<file path="src/rtl/cnps_pkg.sv">
// shared types, constants and helper functions of the cpio newc stream parser
// no dependencies; imported by cnps_core and referenced by the top level
`default_nettype none

package cnps_pkg;

   localparam int unsigned HEADER_BYTES       = 110;
   localparam int unsigned ENTRY_BITS_DEFAULT = 16;
   localparam int unsigned HEX_DIGITS         = 8;
   localparam int unsigned MODE_AT            = 14;
   localparam int unsigned FSIZE_AT           = 54;
   localparam int unsigned NSIZE_AT           = 94;
   localparam int unsigned TRAILER_LAST       = 10;
   localparam int unsigned TYPE_SHIFT         = 12;

   typedef enum logic [2:0] {
      REG_HEADER   = 3'd0,
      REG_NAME     = 3'd1,
      REG_NAME_PAD = 3'd2,
      REG_DATA     = 3'd3,
      REG_DATA_PAD = 3'd4,
      REG_DONE     = 3'd5
   } region_type;

   // expected name bytes of the closing entry, nul included
   function automatic logic [7:0] trailer_char(input logic [3:0] idx);
      logic [7:0] ch;
      unique case (idx)
         4'd0:    ch = 8'h54; // T
         4'd1:    ch = 8'h52; // R
         4'd2:    ch = 8'h41; // A
         4'd3:    ch = 8'h49; // I
         4'd4:    ch = 8'h4C; // L
         4'd5:    ch = 8'h45; // E
         4'd6:    ch = 8'h52; // R
         4'd7:    ch = 8'h21; // !
         4'd8:    ch = 8'h21;
         4'd9:    ch = 8'h21;
         default: ch = 8'h00;
      endcase
      return ch;
   endfunction

   // digits map to c-'0', everything else to c-'A'+10, wrapping at 32 bits
   function automatic logic [31:0] hex_value(input logic [7:0] c);
      logic [31:0] v;
      if (c >= 8'h30 && c <= 8'h39) begin
         v = 32'(c) - 32'd48;
      end else begin
         v = 32'(c) - 32'd55;
      end
      return v;
   endfunction

endpackage

`default_nettype wire

</file>
<file path="src/rtl/cpio_newc_stream_parser.sv">
// Streaming parser for cpio new-ASCII archives. One archive byte goes in per
// word and exactly one tagged word comes out for it, in order: header, name,
// name pad, data, data pad, or after-trailer once the TRAILER!!! entry ends.
// The block sustains one byte per clock while rsp_ready does not stall it;
// each byte passes through the input register, then the result register,
// before its result word is valid. Mode, filesize and namesize are
// decoded on the fly and reported with every word.
// depends on cnps_pkg, cnps_in_reg, cnps_core
`default_nettype none

module cpio_newc_stream_parser #(
   parameter int unsigned ENTRY_BITS = cnps_pkg::ENTRY_BITS_DEFAULT
) (
   input  wire logic        clock,
   input  wire logic        reset,
   input  wire logic        req_valid,
   output logic             req_ready,
   input  wire logic [7:0]  req_archive_byte,
   output logic             rsp_valid,
   input  wire logic        rsp_ready,
   output logic [7:0]       rsp_byte_out,
   output logic [2:0]       rsp_region,
   output logic [31:0]      rsp_region_offset,
   output logic             rsp_region_last,
   output logic [15:0]      rsp_entry_number,
   output logic [31:0]      rsp_data_length,
   output logic [31:0]      rsp_name_length,
   output logic [19:0]      rsp_file_type,
   output logic             rsp_trailer_seen
);

   logic       stg_valid;
   logic       stg_ready;
   logic [7:0] stg_byte;

   cnps_in_reg u_in_reg (
      .clock            (clock),
      .reset            (reset),
      .req_valid        (req_valid),
      .req_ready        (req_ready),
      .req_archive_byte (req_archive_byte),
      .out_valid        (stg_valid),
      .out_ready        (stg_ready),
      .out_byte         (stg_byte)
   );

   cnps_core #(
      .ENTRY_BITS (ENTRY_BITS)
   ) u_core (
      .clock             (clock),
      .reset             (reset),
      .in_valid          (stg_valid),
      .in_ready          (stg_ready),
      .in_byte           (stg_byte),
      .rsp_valid         (rsp_valid),
      .rsp_ready         (rsp_ready),
      .rsp_byte_out      (rsp_byte_out),
      .rsp_region        (rsp_region),
      .rsp_region_offset (rsp_region_offset),
      .rsp_region_last   (rsp_region_last),
      .rsp_entry_number  (rsp_entry_number),
      .rsp_data_length   (rsp_data_length),
      .rsp_name_length   (rsp_name_length),
      .rsp_file_type     (rsp_file_type),
      .rsp_trailer_seen  (rsp_trailer_seen)
   );

endmodule

`default_nettype wire

</file>
<file path="src/rtl/cnps_in_reg.sv">
// input register stage: holds one archive word until the core takes it
// no package dependencies
`default_nettype none

module cnps_in_reg (
   input  wire logic       clock,
   input  wire logic       reset,
   input  wire logic       req_valid,
   output logic            req_ready,
   input  wire logic [7:0] req_archive_byte,
   output logic            out_valid,
   input  wire logic       out_ready,
   output logic [7:0]      out_byte
);

   logic       valid_ff, valid_in;
   logic [7:0] byte_ff, byte_in;

   assign req_ready = !valid_ff || out_ready;
   assign out_valid = valid_ff;
   assign out_byte  = byte_ff;

   always_comb begin
      valid_in = valid_ff;
      byte_in  = byte_ff;
      if (req_ready) begin
         valid_in = req_valid;
         byte_in  = req_archive_byte;
      end
   end

   always_ff @(posedge clock) begin
      if (reset) begin
         valid_ff <= 1'b0;
      end else begin
         valid_ff <= valid_in;
      end
      byte_ff <= byte_in;
   end

endmodule

`default_nettype wire

</file>
<file path="src/rtl/cnps_core.sv">
// region tracking, header field decode and trailer match with the result register
// depends on cnps_pkg
`default_nettype none

module cnps_core #(
   parameter int unsigned ENTRY_BITS = cnps_pkg::ENTRY_BITS_DEFAULT
) (
   input  wire logic        clock,
   input  wire logic        reset,
   input  wire logic        in_valid,
   output logic             in_ready,
   input  wire logic [7:0]  in_byte,
   output logic             rsp_valid,
   input  wire logic        rsp_ready,
   output logic [7:0]       rsp_byte_out,
   output logic [2:0]       rsp_region,
   output logic [31:0]      rsp_region_offset,
   output logic             rsp_region_last,
   output logic [15:0]      rsp_entry_number,
   output logic [31:0]      rsp_data_length,
   output logic [31:0]      rsp_name_length,
   output logic [19:0]      rsp_file_type,
   output logic             rsp_trailer_seen
);
   import cnps_pkg::*;

   region_type            region_ff, region_in;
   logic [31:0]           pos_ff, pos_in;
   logic [31:0]           dsize_ff, dsize_in;
   logic [31:0]           nsize_ff, nsize_in;
   logic [31:0]           mode_ff, mode_in;
   logic                  match_ff, match_in;
   logic                  found_ff, found_in;
   logic [ENTRY_BITS-1:0] entry_ff, entry_in;

   logic        ovalid_ff, ovalid_in;
   logic [7:0]  obyte_ff;
   logic [2:0]  oregion_ff;
   logic [31:0] ooff_ff;
   logic        olast_ff;
   logic [15:0] oentry_ff;
   logic [31:0] odsize_ff, onsize_ff;
   logic [19:0] otype_ff;
   logic        ofound_ff;

   logic        take;
   logic [31:0] region_len;
   logic [1:0]  name_pad, data_pad;
   logic [3:0]  nonempty;
   logic        last;
   logic [31:0] entry_wide;

   assign in_ready   = !ovalid_ff || rsp_ready;
   assign take       = in_valid && in_ready;
   assign entry_wide = 32'(entry_ff);

   // header plus name is padded to 4; 110 leaves a remainder of 2
   assign name_pad = 2'(2'd0 - 2'(HEADER_BYTES) - nsize_ff[1:0]);
   assign data_pad = 2'(2'd0 - dsize_ff[1:0]);
   assign nonempty = {data_pad != 2'd0, dsize_ff != 32'd0, name_pad != 2'd0, nsize_ff != 32'd0};

   always_comb begin
      unique case (region_ff)
         REG_HEADER:   region_len = 32'(HEADER_BYTES);
         REG_NAME:     region_len = nsize_ff;
         REG_NAME_PAD: region_len = 32'(name_pad);
         REG_DATA:     region_len = dsize_ff;
         REG_DATA_PAD: region_len = 32'(data_pad);
         default:      region_len = 32'd0;
      endcase
   end

   // next state of the parse
   always_comb begin
      region_in = region_ff;
      pos_in    = pos_ff;
      dsize_in  = dsize_ff;
      nsize_in  = nsize_ff;
      mode_in   = mode_ff;
      match_in  = match_ff;
      found_in  = found_ff;
      entry_in  = entry_ff;
      last      = 1'b0;

      if (region_ff == REG_DONE) begin
         if (pos_ff != '1) begin
            pos_in = pos_ff + 32'd1;
         end
      end else begin
         if (region_ff == REG_HEADER) begin
            if (pos_ff == 32'd0) begin
               match_in = 1'b1;
               found_in = 1'b0;
            end
            if (pos_ff >= 32'(MODE_AT) && pos_ff < 32'(MODE_AT + HEX_DIGITS)) begin
               mode_in = ((pos_ff == 32'(MODE_AT)) ? 32'd0 : {mode_ff[27:0], 4'd0})
                         + hex_value(in_byte);
            end else if (pos_ff >= 32'(FSIZE_AT) && pos_ff < 32'(FSIZE_AT + HEX_DIGITS)) begin
               dsize_in = ((pos_ff == 32'(FSIZE_AT)) ? 32'd0 : {dsize_ff[27:0], 4'd0})
                          + hex_value(in_byte);
            end else if (pos_ff >= 32'(NSIZE_AT) && pos_ff < 32'(NSIZE_AT + HEX_DIGITS)) begin
               nsize_in = ((pos_ff == 32'(NSIZE_AT)) ? 32'd0 : {nsize_ff[27:0], 4'd0})
                          + hex_value(in_byte);
            end
         end else if (region_ff == REG_NAME) begin
            if (pos_ff <= 32'(TRAILER_LAST) && match_ff) begin
               if (in_byte != trailer_char(pos_ff[3:0])) begin
                  match_in = 1'b0;
               end else if (pos_ff == 32'(TRAILER_LAST)) begin
                  found_in = 1'b1;
               end
            end
         end

         last = (pos_ff == region_len - 32'd1);
         if (last) begin
            pos_in = 32'd0;
            // skip empty regions; sizes only change inside the header
            priority if (region_ff < REG_NAME && nonempty[0]) begin
               region_in = REG_NAME;
            end else if (region_ff < REG_NAME_PAD && nonempty[1]) begin
               region_in = REG_NAME_PAD;
            end else if (region_ff < REG_DATA && nonempty[2]) begin
               region_in = REG_DATA;
            end else if (region_ff < REG_DATA_PAD && nonempty[3]) begin
               region_in = REG_DATA_PAD;
            end else if (found_in) begin
               region_in = REG_DONE;
            end else begin
               region_in = REG_HEADER;
               if (entry_ff != '1) begin
                  entry_in = entry_ff + ENTRY_BITS'(1);
               end
            end
         end else begin
            pos_in = pos_ff + 32'd1;
         end
      end
   end

   always_comb begin
      ovalid_in = ovalid_ff;
      if (take) begin
         ovalid_in = 1'b1;
      end else if (rsp_ready) begin
         ovalid_in = 1'b0;
      end
   end

   always_ff @(posedge clock) begin
      if (reset) begin
         region_ff <= REG_HEADER;
         pos_ff    <= 32'd0;
         dsize_ff  <= 32'd0;
         nsize_ff  <= 32'd0;
         mode_ff   <= 32'd0;
         match_ff  <= 1'b1;
         found_ff  <= 1'b0;
         entry_ff  <= '0;
         ovalid_ff <= 1'b0;
      end else begin
         ovalid_ff <= ovalid_in;
         if (take) begin
            region_ff <= region_in;
            pos_ff    <= pos_in;
            dsize_ff  <= dsize_in;
            nsize_ff  <= nsize_in;
            mode_ff   <= mode_in;
            match_ff  <= match_in;
            found_ff  <= found_in;
            entry_ff  <= entry_in;
         end
      end
   end

   // result word: position fields from before the word, sizes from after
   always_ff @(posedge clock) begin
      if (take) begin
         obyte_ff   <= in_byte;
         oregion_ff <= region_ff;
         ooff_ff    <= pos_ff;
         olast_ff   <= last;
         oentry_ff  <= entry_wide[15:0];
         odsize_ff  <= dsize_in;
         onsize_ff  <= nsize_in;
         otype_ff   <= mode_in[31:TYPE_SHIFT];
         ofound_ff  <= found_in;
      end
   end

   assign rsp_valid         = ovalid_ff;
   assign rsp_byte_out      = obyte_ff;
   assign rsp_region        = oregion_ff;
   assign rsp_region_offset = ooff_ff;
   assign rsp_region_last   = olast_ff;
   assign rsp_entry_number  = oentry_ff;
   assign rsp_data_length   = odsize_ff;
   assign rsp_name_length   = onsize_ff;
   assign rsp_file_type     = otype_ff;
   assign rsp_trailer_seen  = ofound_ff;

   a_done_sticky: assert property (@(posedge clock) disable iff (reset)
      region_ff == REG_DONE |=> region_ff == REG_DONE)
      else $error("left the after-trailer region");

   a_header_bound: assert property (@(posedge clock) disable iff (reset)
      region_ff == REG_HEADER |-> pos_ff < 32'(HEADER_BYTES))
      else $error("header position out of range");

   a_done_no_last: assert property (@(posedge clock) disable iff (reset)
      ovalid_ff && oregion_ff == REG_DONE |-> !olast_ff && ofound_ff)
      else $error("after-trailer word flagged last or without trailer");

   a_pad_short: assert property (@(posedge clock) disable iff (reset)
      region_ff == REG_NAME_PAD || region_ff == REG_DATA_PAD |-> pos_ff < 32'd3)
      else $error("padding longer than three bytes");

endmodule

`default_nettype wire
</file>
<file path="config.mk">
export PLATFORM = sky130hd
export DESIGN_NAME = cpio_newc_stream_parser
export DESIGN_NICKNAME = d
export VERILOG_FILES = /design/src/rtl/cnps_pkg.sv /design/src/rtl/cpio_newc_stream_parser.sv /design/src/rtl/cnps_in_reg.sv /design/src/rtl/cnps_core.sv
export SDC_FILE = /design/constraint.sdc
export NUM_CORES = 1
export LEC_CHECK = 0
export BUFFER_PORTS_ARGS = -buffer_cell sky130_fd_sc_hd__buf_2
export CAP_MARGIN = 20
export CORE_MARGIN = 1.5
export CORE_UTILIZATION = 24
export CTS_CLUSTER_SIZE = 30
export DETAILED_ROUTE_END_ITERATION = 6
export MAX_ROUTING_LAYER = met4
export PLACE_DENSITY = 0.49
export SETUP_SLACK_MARGIN = 0.1
export SLEW_MARGIN = 25
export SYNTH_ARGS = -nofsm -noshare
export SYNTH_HDL_FRONTEND = slang
export SYNTH_SLANG_ARGS = --single-unit
</file>
<file path="constraint.sdc">
create_clock -name clock -period 11.7 [get_ports clock]
set_input_delay 0.585 -clock clock [delete_from_list [all_inputs] [get_ports clock]]
set_output_delay 0.585 -clock clock [all_outputs]
set_load 0.01 [all_outputs]
</file>
==> impl_metrics.ini <==
[setup_path]
arrival_ns = 6.21
required_ns = 11.99
start_kind = flop
path_class = flop to flop
end_kind = flop
crit_path_max_fanout = 28

[sta]
period_needed_ns = 5.92
tns_ns = 0
maxSlewHeadroom = 0.332
max_freq_ghz = 0.169
worst_pin_slew_ns = 0.995
rsz0062_at_grt = no
slew_viol_final = 0
fin_skew_ns = 0.0234
setup_viol = 0
finalCritPeriodShare = 0.506
hold_viol_final = 0

[synth]
yosys_warnings = 0
ys_types = 79
syn_inst = 2021
ys_seq_elements = 311
synth_area_leaders = edfxtp_1 25%, dfxtp_1 17%, ha_1 6.4%
synth_edf_count = 153
syn_area_per_cell_um2 = 9.13
synth_top_area_cell = edfxtp_1
async_reset_ff_frac = 0
synth_top_area_share = 0.249
netlist_area_mm2 = 0.0185
ys.flop_type = dfxtp_1
yosysSeqAreaShare = 0.420
syn_nets = 2130

[hold_path]
hp-class = input port to flop

[routing]
drt_first_iter_violations = 1169
drtPass1Iterations = 7
wl_met2_mm = 28.7
drc_errors = 0
wirelength_mm = 60.7
wl_met3_mm = 2.91
routed_via_density = 4.81
drt-met1-wl_mm = 27.6
ant_nets = 0
avgRoutedWirePerCell_um = 18.8
dr_total_vias = 15500
top_layer_used = met4

[clock_network]
cts.htree.levels = 2
cts_buffers = 39
cts.sinks = 311
ctsHoldBuffers = 0
path_clk_slew_ns = 0.06
cts-root-buf = clkbuf_16
clk_latency_ns = 0.57
clockBufferDepth = 3
tritoncts = built
cts_resized = 0
cts_setup_buffers = 0

[cells_and_area]
fin_nets = 2265
synthToLayoutAreaGrowth_pct = 17.5
final_area_mm2 = 0.0217
ff_latch_area_mm2 = 0.00776
num-fill-cells = 8102
final_util = 0.285
mostFrequentLayoutCells = 243 x nand2_1, 192 x nor2_1, 157 x dfxtp_1, 157 x buf_2, 155 x a21oi_1
layout_commonest_cell = nand2_1
multi_input_area_mm2 = 0.0102
drive_gt1_frac = 0.146

[floorplanning]
start_util = 0.243
dieHeight_um = 280
die-area_mm2 = 0.0786
ios = 159
rows = 101
fp.dieW_um = 280
coreArea_mm2 = 0.0761

[grt]
first_global_vias = 15100
grt_overflow = 0
grt_start_max_net_pins = 127
gr-usage-all-layers = 0.156
grt_pass1_wl_mm = 92.5
antenna_found_initial = 1

[place]
placed_area_mm2 = 0.0204
gp_congestion = 0.936
port-buffer-count = 158
dp_hpwl_mm = 44.6

[power]
power_density_mw_per_mm2 = 122
p_leak_uw = 0.00802
ir_drop_mv = 0.0820
power_uw = 2640

[status]
outcome = completed

[flow_run]
maxCapViolCount = 0
[sequential cells by signal, indices dropped and copies added, names as in the netlist, named ones only]
name / flops
u_core.region_ff: 3
u_core.rsp_data_length: 32
u_core.dsize_ff: 32
u_core.rsp_valid: 1
u_core.mode_ff: 32
u_core.nsize_ff: 32
u_core.entry_ff: 16
u_core.rsp_region_offset: 32
u_core.rsp_byte_out: 8
u_core.found_ff: 1
u_core.rsp_entry_number: 16
u_core.rsp_region: 3
u_core.rsp_region_last: 1
u_core.pos_ff: 32
u_in_reg.out_byte: 8
u_in_reg.out_valid: 1
u_core.rsp_file_type: 20
u_core.match_ff: 1
u_core.rsp_name_length: 32
u_core.rsp_trailer_seen: 1
[kinds of logic (layout without fill, tap and decap cells)]
group | Yosys count | after routing | share of synthesized area
simple gates | 794 | 794 | 0.210
compound gates | 454 | 454 | 0.153
flops | 311 | 311 | 0.420
xor+xnor | 160 | 160 | 0.0759
buf+inv | 126 | 292 | 0.0272
fa+ha+maj | 97 | 97 | 0.0670
mux | 79 | 79 | 0.0460
other cells | 0 | 1 | 0
[power by group]
group / internal [uW] / switching (uW)
combinational: 73.5 / 138
sequential: 1170 / 21.9
clock: 718 / 510
total: 1970 / 670
[layout make-up]
type,count,area share
diodes,1,0.000115
clock buffers,54,0.0514
clock inverters,18,0.00825
inverters,42,0.00762
multi-input cells,1584,0.471
flip-flops and latches,311,0.358
well taps,1030,0.0595
repair buffers,178,0.0437
[synthesized netlist by cell type, types with 12 or more instances]
| cell type | number |
|---|---|
| mux2_2 | 47 |
| nor2b_1 | 95 |
| nor4_1 | 33 |
| edfxtp_1 | 153 |
| a21o_1 | 31 |
| o21ai_0 | 113 |
| ha_1 | 94 |
| nand3_1 | 36 |
| dfxtp_1 | 158 |
| clkbuf_1 | 67 |
| xor2_1 | 61 |
| nand4_1 | 26 |
| a21oi_1 | 155 |
| nand2b_1 | 16 |
| nor3_1 | 57 |
| nor2_1 | 192 |
| a211oi_1 | 28 |
| or4_1 | 12 |
| o21a_1 | 16 |
| mux2i_1 | 32 |
| or3_1 | 19 |
| and3_1 | 14 |
| inv_1 | 41 |
| nand2_1 | 244 |
| xnor2_1 | 99 |
[stage by stage]
stage | instances | hold slack (ns) | worst slack [ns]
after floorplan | 2021 | 0.406 | 5.83
after global placement | 3145 | 0.437 | 5.95
after detailed placement | 3145 | 0.441 | 5.86
after CTS | 3217 | 0.158 | 5.85
after global routing | 3217 | 0.171 | 5.22
final | 3218 | 0.198 | 5.78
[metal layers]
| metal | up-vias | global-route usage |
|---|---|---|
| met1 | 7506 | 0.199 |
| met2 | 336 | 0.256 |
| met5 | - | - |
| li1 | 7563 | - |
| met4 | 0 | 0.0417 |
| met3 | 74 | 0.0262 |
[final timing paths]
kind | start | endpoint | slack (ns) | depth (start not counted)
setup reg to reg | u_core.pos_ff[2]$_SDFFE_PP0P_ | u_core.rsp_name_length[30]$_DFFE_PP_ | 5.78 | 20
hold reg to reg | u_core.mode_ff[31]$_SDFFE_PP0P_ | u_core.mode_ff[31]$_SDFFE_PP0P_ | 0.45 | 2
setup / recovery | u_core.pos_ff[2]$_SDFFE_PP0P_ | u_core.rsp_name_length[30]$_DFFE_PP_ | 5.78 | 20
hold / removal | req_archive_byte[7] | u_in_reg.out_byte[7]$_DFFE_PP_ | 0.20 | 1
[critical path, cell delays in order, from the launching register on]
cell	delay, ns
dfxtp_1	0.72
and2_1	0.28
nand2_1	0.19
or4_1	0.54
nor3_2	0.12
buf_4	0.32
nor2_1	0.08
ha_1	0.22
fa_1	0.40
a21oi_1	0.15
o21ai_0	0.17
a211oi_1	0.39
o31a_1	0.28
o211ai_1	0.13
a31o_2	0.24
a21o_1	0.21
a221oi_1	0.42
o21ai_0	0.26
a31oi_1	0.24
xor2_1	0.16
o21ai_0	0.09
(Power assumes the default switching activity.)
